[src/rtl/core/srs_pkg.sv]
// Shared widths and types for the systematic resampler.
package srs_pkg;

  localparam int WEIGHT_W = 16;
  localparam int FRAC_W   = 16;
  localparam int IDX_W    = 6;
  localparam int CNT_W    = 7;
  localparam int SUM_W    = 22;
  localparam int PROD_W   = SUM_W + CNT_W;
  localparam int LHS_W    = 45;
  localparam int STEP_W   = SUM_W + FRAC_W;

  typedef struct packed {
    logic [CNT_W-1:0]  count;
    logic [SUM_W-1:0]  total;
    logic [FRAC_W-1:0] frac;
  } walk_cmd_t;

  typedef enum logic [5:0] {
    W_IDLE = 6'b000001,
    W_INIT = 6'b000010,
    W_READ = 6'b000100,
    W_MUL  = 6'b001000,
    W_CMP  = 6'b010000,
    W_EMIT = 6'b100000
  } walk_state_t;

endpackage

[src/rtl/core/systematic_resampler.sv]
// Systematic resampler top level: weight loader, cumulative memory and walk.
//
// Input channel (in_valid/in_ready): one particle weight per item. Each weight
// is added to a running sum and the sum is stored at the next memory entry;
// weights beyond MAX_PARTICLES are dropped. An item with is_last high closes
// the set and supplies random_fraction as the start offset.
// Loading takes one item per cycle while the walk is idle. After the last
// item the block stops taking input and emits N items on the output channel
// (out_valid/out_ready), one particle index each, last_of_run high on the
// final one. The walk sets up (latch, first memory read, multiply by N), then
// each index step is a memory read, a multiply by N and a compare, and each
// emitted index a compare, then the output register until its handshake; the
// read, multiply and compare of each step run serially.
// A zero total emits indices 0..N-1 with zero_total set.
// A stalled receiver holds the walk on the registered output item.
// Reset clears the loaded count, running sum and walk state; the memory is
// not cleared, since only entries of the current set are ever read.
module systematic_resampler #(
  parameter int MAX_PARTICLES = 64
) (
  input  logic                         clk,
  input  logic                         rst,
  input  logic                         in_valid,
  output logic                         in_ready,
  input  logic [srs_pkg::WEIGHT_W-1:0] weight,
  input  logic [srs_pkg::FRAC_W-1:0]   random_fraction,
  input  logic                         is_last,
  output logic                         out_valid,
  input  logic                         out_ready,
  output logic [srs_pkg::IDX_W-1:0]    particle_index,
  output logic                         zero_total,
  output logic                         last_of_run
);
  import srs_pkg::*;

  localparam int ADDR_W = (MAX_PARTICLES > 1) ? $clog2(MAX_PARTICLES) : 1;

  logic [CNT_W-1:0]  count;
  logic [SUM_W-1:0]  sum;
  logic [SUM_W-1:0]  sum_next;
  logic              has_room;
  logic              accept;
  logic              busy;
  logic [ADDR_W-1:0] rd_addr;
  logic [SUM_W-1:0]  rd_data;
  walk_cmd_t         cmd;

  assign in_ready = !busy;
  assign accept   = in_valid && in_ready;
  assign has_room = (count < CNT_W'(MAX_PARTICLES));
  assign sum_next = has_room ? (sum + SUM_W'(weight)) : sum;

  assign cmd.count = has_room ? (count + CNT_W'(1)) : count;
  assign cmd.total = sum_next;
  assign cmd.frac  = random_fraction;

  always_ff @(posedge clk) begin
    if (rst) begin
      count <= '0;
      sum   <= '0;
    end else if (accept) begin
      if (is_last) begin
        count <= '0;
        sum   <= '0;
      end else begin
        count <= cmd.count;
        sum   <= sum_next;
      end
    end
  end

  srs_cum_ram #(
    .DEPTH  (MAX_PARTICLES),
    .ADDR_W (ADDR_W)
  ) u_ram (
    .clk     (clk),
    .wr_en   (accept && has_room),
    .wr_addr (count[ADDR_W-1:0]),
    .wr_data (sum_next),
    .rd_addr (rd_addr),
    .rd_data (rd_data)
  );

  srs_walk #(
    .ADDR_W (ADDR_W)
  ) u_walk (
    .clk            (clk),
    .rst            (rst),
    .start          (accept && is_last),
    .cmd            (cmd),
    .busy           (busy),
    .rd_addr        (rd_addr),
    .rd_data        (rd_data),
    .out_valid      (out_valid),
    .out_ready      (out_ready),
    .particle_index (particle_index),
    .zero_total     (zero_total),
    .last_of_run    (last_of_run)
  );

endmodule

[src/rtl/core/srs_cum_ram.sv]
// Cumulative weight memory: one write port, one registered read port.
module srs_cum_ram #(
  parameter int DEPTH  = 64,
  parameter int ADDR_W = 6
) (
  input  logic                      clk,
  input  logic                      wr_en,
  input  logic [ADDR_W-1:0]         wr_addr,
  input  logic [srs_pkg::SUM_W-1:0] wr_data,
  input  logic [ADDR_W-1:0]         rd_addr,
  output logic [srs_pkg::SUM_W-1:0] rd_data
);
  import srs_pkg::*;

  logic [SUM_W-1:0] mem [DEPTH];

  always_ff @(posedge clk) begin
    if (wr_en) begin
      mem[wr_addr] <= wr_data;
    end
  end

  always_ff @(posedge clk) begin
    rd_data <= mem[rd_addr];
  end

endmodule

[src/rtl/core/srs_walk.sv]
// Resampling walk: steps the threshold over the stored cumulative sums.
module srs_walk #(
  parameter int ADDR_W = 6
) (
  input  logic                      clk,
  input  logic                      rst,
  input  logic                      start,
  input  srs_pkg::walk_cmd_t        cmd,
  output logic                      busy,
  output logic [ADDR_W-1:0]         rd_addr,
  input  logic [srs_pkg::SUM_W-1:0] rd_data,
  output logic                      out_valid,
  input  logic                      out_ready,
  output logic [srs_pkg::IDX_W-1:0] particle_index,
  output logic                      zero_total,
  output logic                      last_of_run
);
  import srs_pkg::*;

  walk_state_t       state;
  walk_cmd_t         cmd_q;
  logic [IDX_W-1:0]  i;
  logic [IDX_W-1:0]  k;
  logic [LHS_W-1:0]  lhs;
  logic [STEP_W-1:0] step;
  logic [PROD_W-1:0] prod;
  logic              zero;
  logic [CNT_W-1:0]  i_plus;
  logic [CNT_W-1:0]  k_plus;
  logic [LHS_W-1:0]  rhs;
  logic              advance;

  assign busy    = (state != W_IDLE);
  assign rd_addr = i[ADDR_W-1:0];
  assign i_plus  = {1'b0, i} + CNT_W'(1);
  assign k_plus  = {1'b0, k} + CNT_W'(1);
  assign rhs     = {prod, {FRAC_W{1'b0}}};
  assign advance = (i_plus < cmd_q.count) && (lhs > rhs);

  always_ff @(posedge clk) begin
    if (rst) begin
      state     <= W_IDLE;
      out_valid <= 1'b0;
    end else begin
      case (state)
        W_IDLE: begin
          if (start) begin
            cmd_q <= cmd;
            state <= W_INIT;
          end
        end
        W_INIT: begin
          lhs   <= LHS_W'(cmd_q.frac) * LHS_W'(cmd_q.total);
          step  <= {cmd_q.total, {FRAC_W{1'b0}}};
          zero  <= (cmd_q.total == '0);
          i     <= '0;
          k     <= '0;
          state <= W_READ;
        end
        W_READ: begin
          state <= W_MUL;
        end
        W_MUL: begin
          prod  <= PROD_W'(rd_data) * PROD_W'(cmd_q.count);
          state <= W_CMP;
        end
        W_CMP: begin
          if (!zero && advance) begin
            i     <= i_plus[IDX_W-1:0];
            state <= W_READ;
          end else begin
            out_valid      <= 1'b1;
            particle_index <= zero ? k : i;
            zero_total     <= zero;
            last_of_run    <= (k_plus == cmd_q.count);
            state          <= W_EMIT;
          end
        end
        W_EMIT: begin
          if (out_ready) begin
            out_valid <= 1'b0;
            if (last_of_run) begin
              state <= W_IDLE;
            end else begin
              k     <= k_plus[IDX_W-1:0];
              lhs   <= lhs + LHS_W'(step);
              state <= W_CMP;
            end
          end
        end
        default: begin
          state     <= W_IDLE;
          out_valid <= 1'b0;
        end
      endcase
    end
  end

endmodule
[config.mk]
export PLATFORM = sky130hd
export DESIGN_NAME = systematic_resampler
export DESIGN_NICKNAME = d
export VERILOG_FILES = /design/src/rtl/core/srs_pkg.sv /design/src/rtl/core/systematic_resampler.sv /design/src/rtl/core/srs_cum_ram.sv /design/src/rtl/core/srs_walk.sv
export SDC_FILE = /design/constraint.sdc
export NUM_CORES = 2
export LEC_CHECK = 0
export BUFFER_PORTS_ARGS = -buffer_cell sky130_fd_sc_hd__buf_2
export CAP_MARGIN = 20
export CORE_MARGIN = 2
export CORE_UTILIZATION = 40
export CTS_CLUSTER_DIAMETER = 30
export DETAILED_ROUTE_END_ITERATION = 12
export PLACE_DENSITY_LB_ADDON = 0.12
export REMOVE_ABC_BUFFERS = 1
export SLEW_MARGIN = 0
export SYNTH_ARGS = -nofsm -noshare
export SYNTH_HDL_FRONTEND = slang
export SYNTH_SLANG_ARGS = --single-unit
[constraint.sdc]
create_clock -name clk -period 12.5 [get_ports clk]
set_input_delay 0 -clock clk [delete_from_list [all_inputs] [get_ports clk]]
set_output_delay 0 -clock clk [all_outputs]
set_load 0.01 [all_outputs]
; ---- Word level (Yosys, flattened, before mapping)
; Memory sizes are Yosys's and may differ from the RTL's. A register that Yosys moved wholly into a read port is not among the register bits.
; Cells that the tools add are included.
[word_totals]
reg_bits = 198
latch_bits = 0
ram_bits = 1408
mem_bits_ro = 0
elab_cells = 85
mem_count = 1
[memory_table]
columns = name, depth, word_bits, read_ports, rd_clocked_by_memory_dff, wr, line_no
row1 = u_ram.mem, 64, 22, 1, 1, 1, srs_cum_ram.sv:15  ; logic [SUM_W-1:0] mem [DEPTH];
[classes]
addsub = 5
mul = 2
div_mod_pow = 0
n_lt_le_gt_ge = 3
eq_ne = 13
n_shift = 0
n_mux = 23
n_bitwise = 3
n_reduce_logical = 19
[op_table]
columns = op, n
row1 = two-way mux 45 bit, 2
row2 = case mux 45 bit (2 select lines), 1
row3 = adder 45 x 38 -> 45 bit, 1
row4 = > comparator 45 bit, 1
row5 = two-way mux 22 bit, 2
row6 = two-way mux 6 bit, 7
row7 = multiplier 16 x 22 -> 38 bit, 1
row8 = case mux 6 bit (6 select lines), 1
row9 = multiplier 22 x 7 -> 29 bit, 1
row10 = case mux 6 bit (2 select lines), 2
row11 = adder 22 x 16 -> 22 bit, 1
row12 = zero test 22 bit, 1
row13 = adder 6 x 1 -> 7 bit (second input constant), 2
row14 = two-way mux 7 bit, 2
row15 = AND reduction 3 bit, 4
row16 = adder 7 x 1 -> 7 bit (second input constant), 1
row17 = equality test 7 bit, 1
row18 = < comparator 7 bit, 1
row19 = < comparator 7 bit (second input constant), 1
row20 = equality test 6 x 1 -> 1 bit (second input constant), 1
row21 = equality test 6 x 2 -> 1 bit (second input constant), 1
row22 = equality test 6 x 3 -> 1 bit (second input constant), 1
row23 = equality test 6 x 4 -> 1 bit (second input constant), 1
row24 = equality test 6 x 5 -> 1 bit (second input constant), 1
row25 = 14 further kinds, 30

; ---- Logic depth before layout (Yosys ltp)
[depth]
ltp_word = 6
depth_mapped = 24

; ---- Hierarchy
; Synthesis repeated with hierarchy kept, for this count alone.
[hier_totals]
hier_cells = 5124
hier_area_um2 = 80380.8
[by_module_without_submodules]
columns = mod, n_inst, cells_per_inst, area_each_um2, seq_area_each_um2
row1 = srs_cum_ram, 1, 2349, 54260.8, 42721.0
row2 = srs_walk, 1, 2477, 23761.5, 5004.8
row3 = systematic_resampler, 1, 298, 2358.5, 580.6

; ---- Worst setup path before layout
; No wires, ideal clock.
[synth_path]
path_type = register to register
start = register u_walk.cmd_q[34] (netlist name)
end = register u_walk.lhs[37], data pin
setup_ns = 0.269
arrival_time_ns = 6.098
slack_ns = 6.133
path_stages_with_launch = 24
path_buffers = 3
synth_period_minus_slack_ns = 6.367
cell_sequence = edfxtp_1 -> clkbuf_1 -> clkbuf_1 -> nand2_1 -> fa_1 -> inv_1 -> fa_1 -> inv_1 -> fa_1 -> inv_1 -> fa_1 -> fa_1 -> inv_1 -> fa_1 -> inv_1 -> ha_1 -> clkbuf_1 -> and3_1 -> o211ai_1 -> a2111oi_0 -> o21ai_1 -> and2_1 -> o41ai_1 -> o22ai_1
[synth_via]
elab_chain_len = 2
[synth_rtl]
columns = element, line_no
row1 = "start, declared", srs_walk.sv:21  ; walk_cmd_t cmd_q;
row2 = "start signal, assigned", srs_walk.sv:48  ; cmd_q <= cmd;
row3 = multiplier 16 x 22 -> 38 bit, srs_walk.sv:53  ; lhs <= LHS_W'(cmd_q.frac) * LHS_W'(cmd_q.total);
row4 = case mux 45 bit (2 select lines), srs_walk.sv:45  ; case (state)
row5 = "end signal, assigned", srs_walk.sv:53
row6 = "end signal, assigned", srs_walk.sv:86  ; lhs <= lhs + LHS_W'(step);
row7 = "end, declared", srs_walk.sv:24  ; logic [LHS_W-1:0] lhs;
; Every way passes these cells.
; A chain may end at the register's enable or synchronous reset.

; ---- Final worst setup path
[layout_path]
start = register u_walk.cmd_q[3] (netlist name)
end = register u_walk.lhs[37], data pin
; The elaborated chain is that of the path after synthesis.

==> flow_summary.ini <==
[synth]
synth_area_mm2 = 0.0802
synthesis.yosys.warnings = 0
synth-async-reset-ratio = 0
count_of_flip_flops_with_a_built_in_enable_after_synthesis = 1570
postSynthRegisterBits = 1628
synth_ff_type = edfxtp_1
postSynthCellCount = 4893
ys_seq_area_frac = 0.602
yosys.cell_types.count = 77
syn-mean-instance-area_um2 = 16.4

[global_routing]
grt_util_met1 = 0.300
grt_pass1_wl_um = 323000
grt_max_degree = 131
grt_util_met2 = 0.356
grt_use_total = 0.218
grt_most_used_layer = met2
antenna_found_initial = 23
grt_pass1_vias = 46500
grt_util_met3 = 0.0366
global_route.overflow_total = 0

[cells_and_area]
final_nets = 5886
count_of_non_filler_cells_in_the_finished_layout = 8188
flow.area_growth_from_synthesis_pct = 21.1
final_common_cell = edfxtp_1
layout.cells.most_common_list = 1570 x edfxtp_1, 462 x mux4_2, 461 x inv_1, 435 x nand2_1, 379 x fa_1
post_route_cells_drive_above_1_share = 0.233
count_of_fill_cells_added_during_filler_insertion = 16800

[critical_path]
reg2regPathDepth = 21
crit_path_max_incr_delay_ns = 1.07
timing.critical_path.slowest_stage_cell = edfxtp_1
worstSetupStartpointType = flip-flop
path_cells = nand2_1, fa_1, inv_1, fa_1, inv_1, fa_1, inv_1, fa_1, inv_1, fa_1, inv_1, fa_1, ha_1, a21oi_1, o21ai_0, o211ai_1, a2111oi_0, o21ai_1, and2_1, o41ai_1, o22ai_1
worst_setup_path_end_kind = flip-flop
cpMostUsedCell = fa_1
cp_data_arrival_time_ns = 8.19
worstPathMaxFanout = 22
path_class = flip-flop to flip-flop
cp_data_required_time_ns = 13.08

[outcome]
status = completed

[timing]
timing.final.crit_share = 0.609
post-route-min-period_ns = 7.61
achievable-frequency_mhz = 131
max_slew.worst_pin.slew_ns = 1.17
timing.final.setup_violations = 0
drv_slew = 0
slew_headroom = 0.218
unrepaired_setup_endpoints_after_global_routing = false
final.setup.tns_ns = 0
hold_slack_ns = 0.0721
finalHoldViolations = 0
fin_skew_ns = 0.0910

[power_and_ir_drop]
power_frac_seq = 0.328
power.density_cell_area_mw_per_mm2 = 198
p_sw_uw = 5070
total_power_consumption_uw = 19300
sw_ratio = 0.263
share_comb_of_total_power = 0.174
vdd_drop_max_v = 0.000203
clockPowerShare = 0.498
leakage_power_uw = 0.0348
cellInternalPower_uw = 14200

[cts]
clock_path_buffers = 4
root_buf_cell = clkbuf_16
clock_tree.htree_level_count = 5
clk_pin_slew_worst_paths_ns = 0.04
clock_network_latency_to_the_later_pin_of_the_worst_skew_pair_ns = 0.94
tritoncts = done
cts-buffers-inserted = 372
clock_sinks = 1628
cts_setup_buffers = 0

[placed_design]
port_buffers = 46
gpl.final_weighted_congestion = 0.841
dpl.cell_count = 7471
detailed_place_hpwl_um = 136000

[drt]
antenna_left = 0
route.detailed.drc = 0
drt-total-wl_um = 221000
routed_via_density = 5.40
routed_wire_length_per_instance_um = 27.0
routed-via-count = 44200
drt_iter0_drc = 3739
drt-pass1-iter-count = 5

[floorplanning]
die-width_um = 452
design.die.area_mm2 = 0.204
die_y_extent_um = 452
initial_utilization = 0.402
boundaryPins = 47
placement_rows = 164
area_of_the_core_region_mm2 = 0.199

[hold_path]
holdPathStages = 7
min_path_type = input pin to flip-flop

[run]
maxCapViolCount = 0
metrics by stage:
stage | setup slack [ns] | area, µm² | util
floorplan | -4.06 | 79300 | -
global placement | 4.93 | 84200 | 0.422
CTS | 4.79 | 97100 | 0.487
detailed placement | 4.89 | 84200 | 0.422
global route | 4.47 | 97100 | 0.487
finish | 4.89 | 97100 | 0.487
layer usage:
metal  up-vias  part of all wire
met2      1318              0.49
met3       345             0.053
li1      19100                 -
met1     23500              0.43
met5         -          0.000032
met4         2             0.029
flip-flops by register name, summed over array words and instances, names as in the netlist, 6 cells and up:
signal / flops
u_ram.mem: 1408
u_walk.cmd_q: 45
u_walk.lhs: 45
u_walk.prod: 29
sum: 22
u_ram.rd_data: 22
u_walk.step: 22
count: 7
u_walk.k: 6
u_walk.particle_index: 6
u_walk.rd_addr: 6
u_walk.state: 6
power groups by stage:
stage	Clock [µW]	Combinational [µW]	Sequential, µW
2_1_floorplan	0	2410	6410
3_3_place_gp	0	3330	6410
3_5_place_dp	0	3340	6410
4_1_cts	9730	3380	6310
5_1_grt	10000	3820	6310
6_report	9600	3350	6310
area by class of cell:
cell class | count | area (µm²) | share of cell area
diodes | 6 | 15.0 | 0.000155
clock buffers | 424 | 9580 | 0.0986
clock inverters | 239 | 2820 | 0.0290
inverters | 463 | 1740 | 0.0179
multi-input cells | 2584 | 29900 | 0.307
flip-flops and latches | 1628 | 48300 | 0.497
well taps | 2656 | 3320 | 0.0342
repair buffers | 188 | 1490 | 0.0153
cells in the mapped netlist (42+ instances only):
cell type | count | area, µm²
inv_1 | 462 | 1730
o21ai_0 | 79 | 395
xor2_1 | 46 | 403
xnor2_1 | 61 | 534
and2_1 | 187 | 1170
mux4_2 | 462 | 10400
dfxtp_1 | 58 | 1160
ha_1 | 233 | 2920
fa_1 | 379 | 7590
nand2_1 | 437 | 1640
a21oi_1 | 105 | 526
nor3_1 | 42 | 210
nor2_1 | 182 | 683
clkbuf_1 | 168 | 631
edfxtp_1 | 1570 | 47100
kinds of logic (layout without fill, tap and decap cells):
group                    count (synthesis)  count (layout)  synth area share
AND/OR/NAND/NOR                       1012            1012            0.0595
other                                    0               6                 0
flip-flops                            1628            1628             0.602
AO/OA/AOI/OAI                          376             376            0.0311
multiplexers                           477             477             0.132
adder cells (fa/ha/maj)                612             612             0.131
XOR/XNOR                               107             107            0.0117
buffers and inverters                  681            1314            0.0324
worst max-delay path, delay by kind of cell, from the launching register on:
kind / cells / cell delay, ns
and+or+nand+nor: 2 / 0.39
adders and majority gates: 7 / 3.38
buffers and inverters: 5 / 0.28
AOI/OAI and AO/OA: 7 / 2.18
DFF: 1 / 1.07
timing repair:
item,in CTS,in global routing
hold buffers,47,0
hold endpoints to repair,58,0
resized for setup,0,0
path summary, 6_finish.rpt:
kind	slack, ns	from	to
setup / recovery	4.89	u_walk.cmd_q[3]	u_walk.lhs[37]
hold / removal	0.07	weight[10]	sum[11]
setup reg to reg	4.89	u_walk.cmd_q[3]	u_walk.lhs[37]
hold reg to reg	0.49	sum[15]	sum[15]
Note: power is estimated with default switching activity, not from simulation.
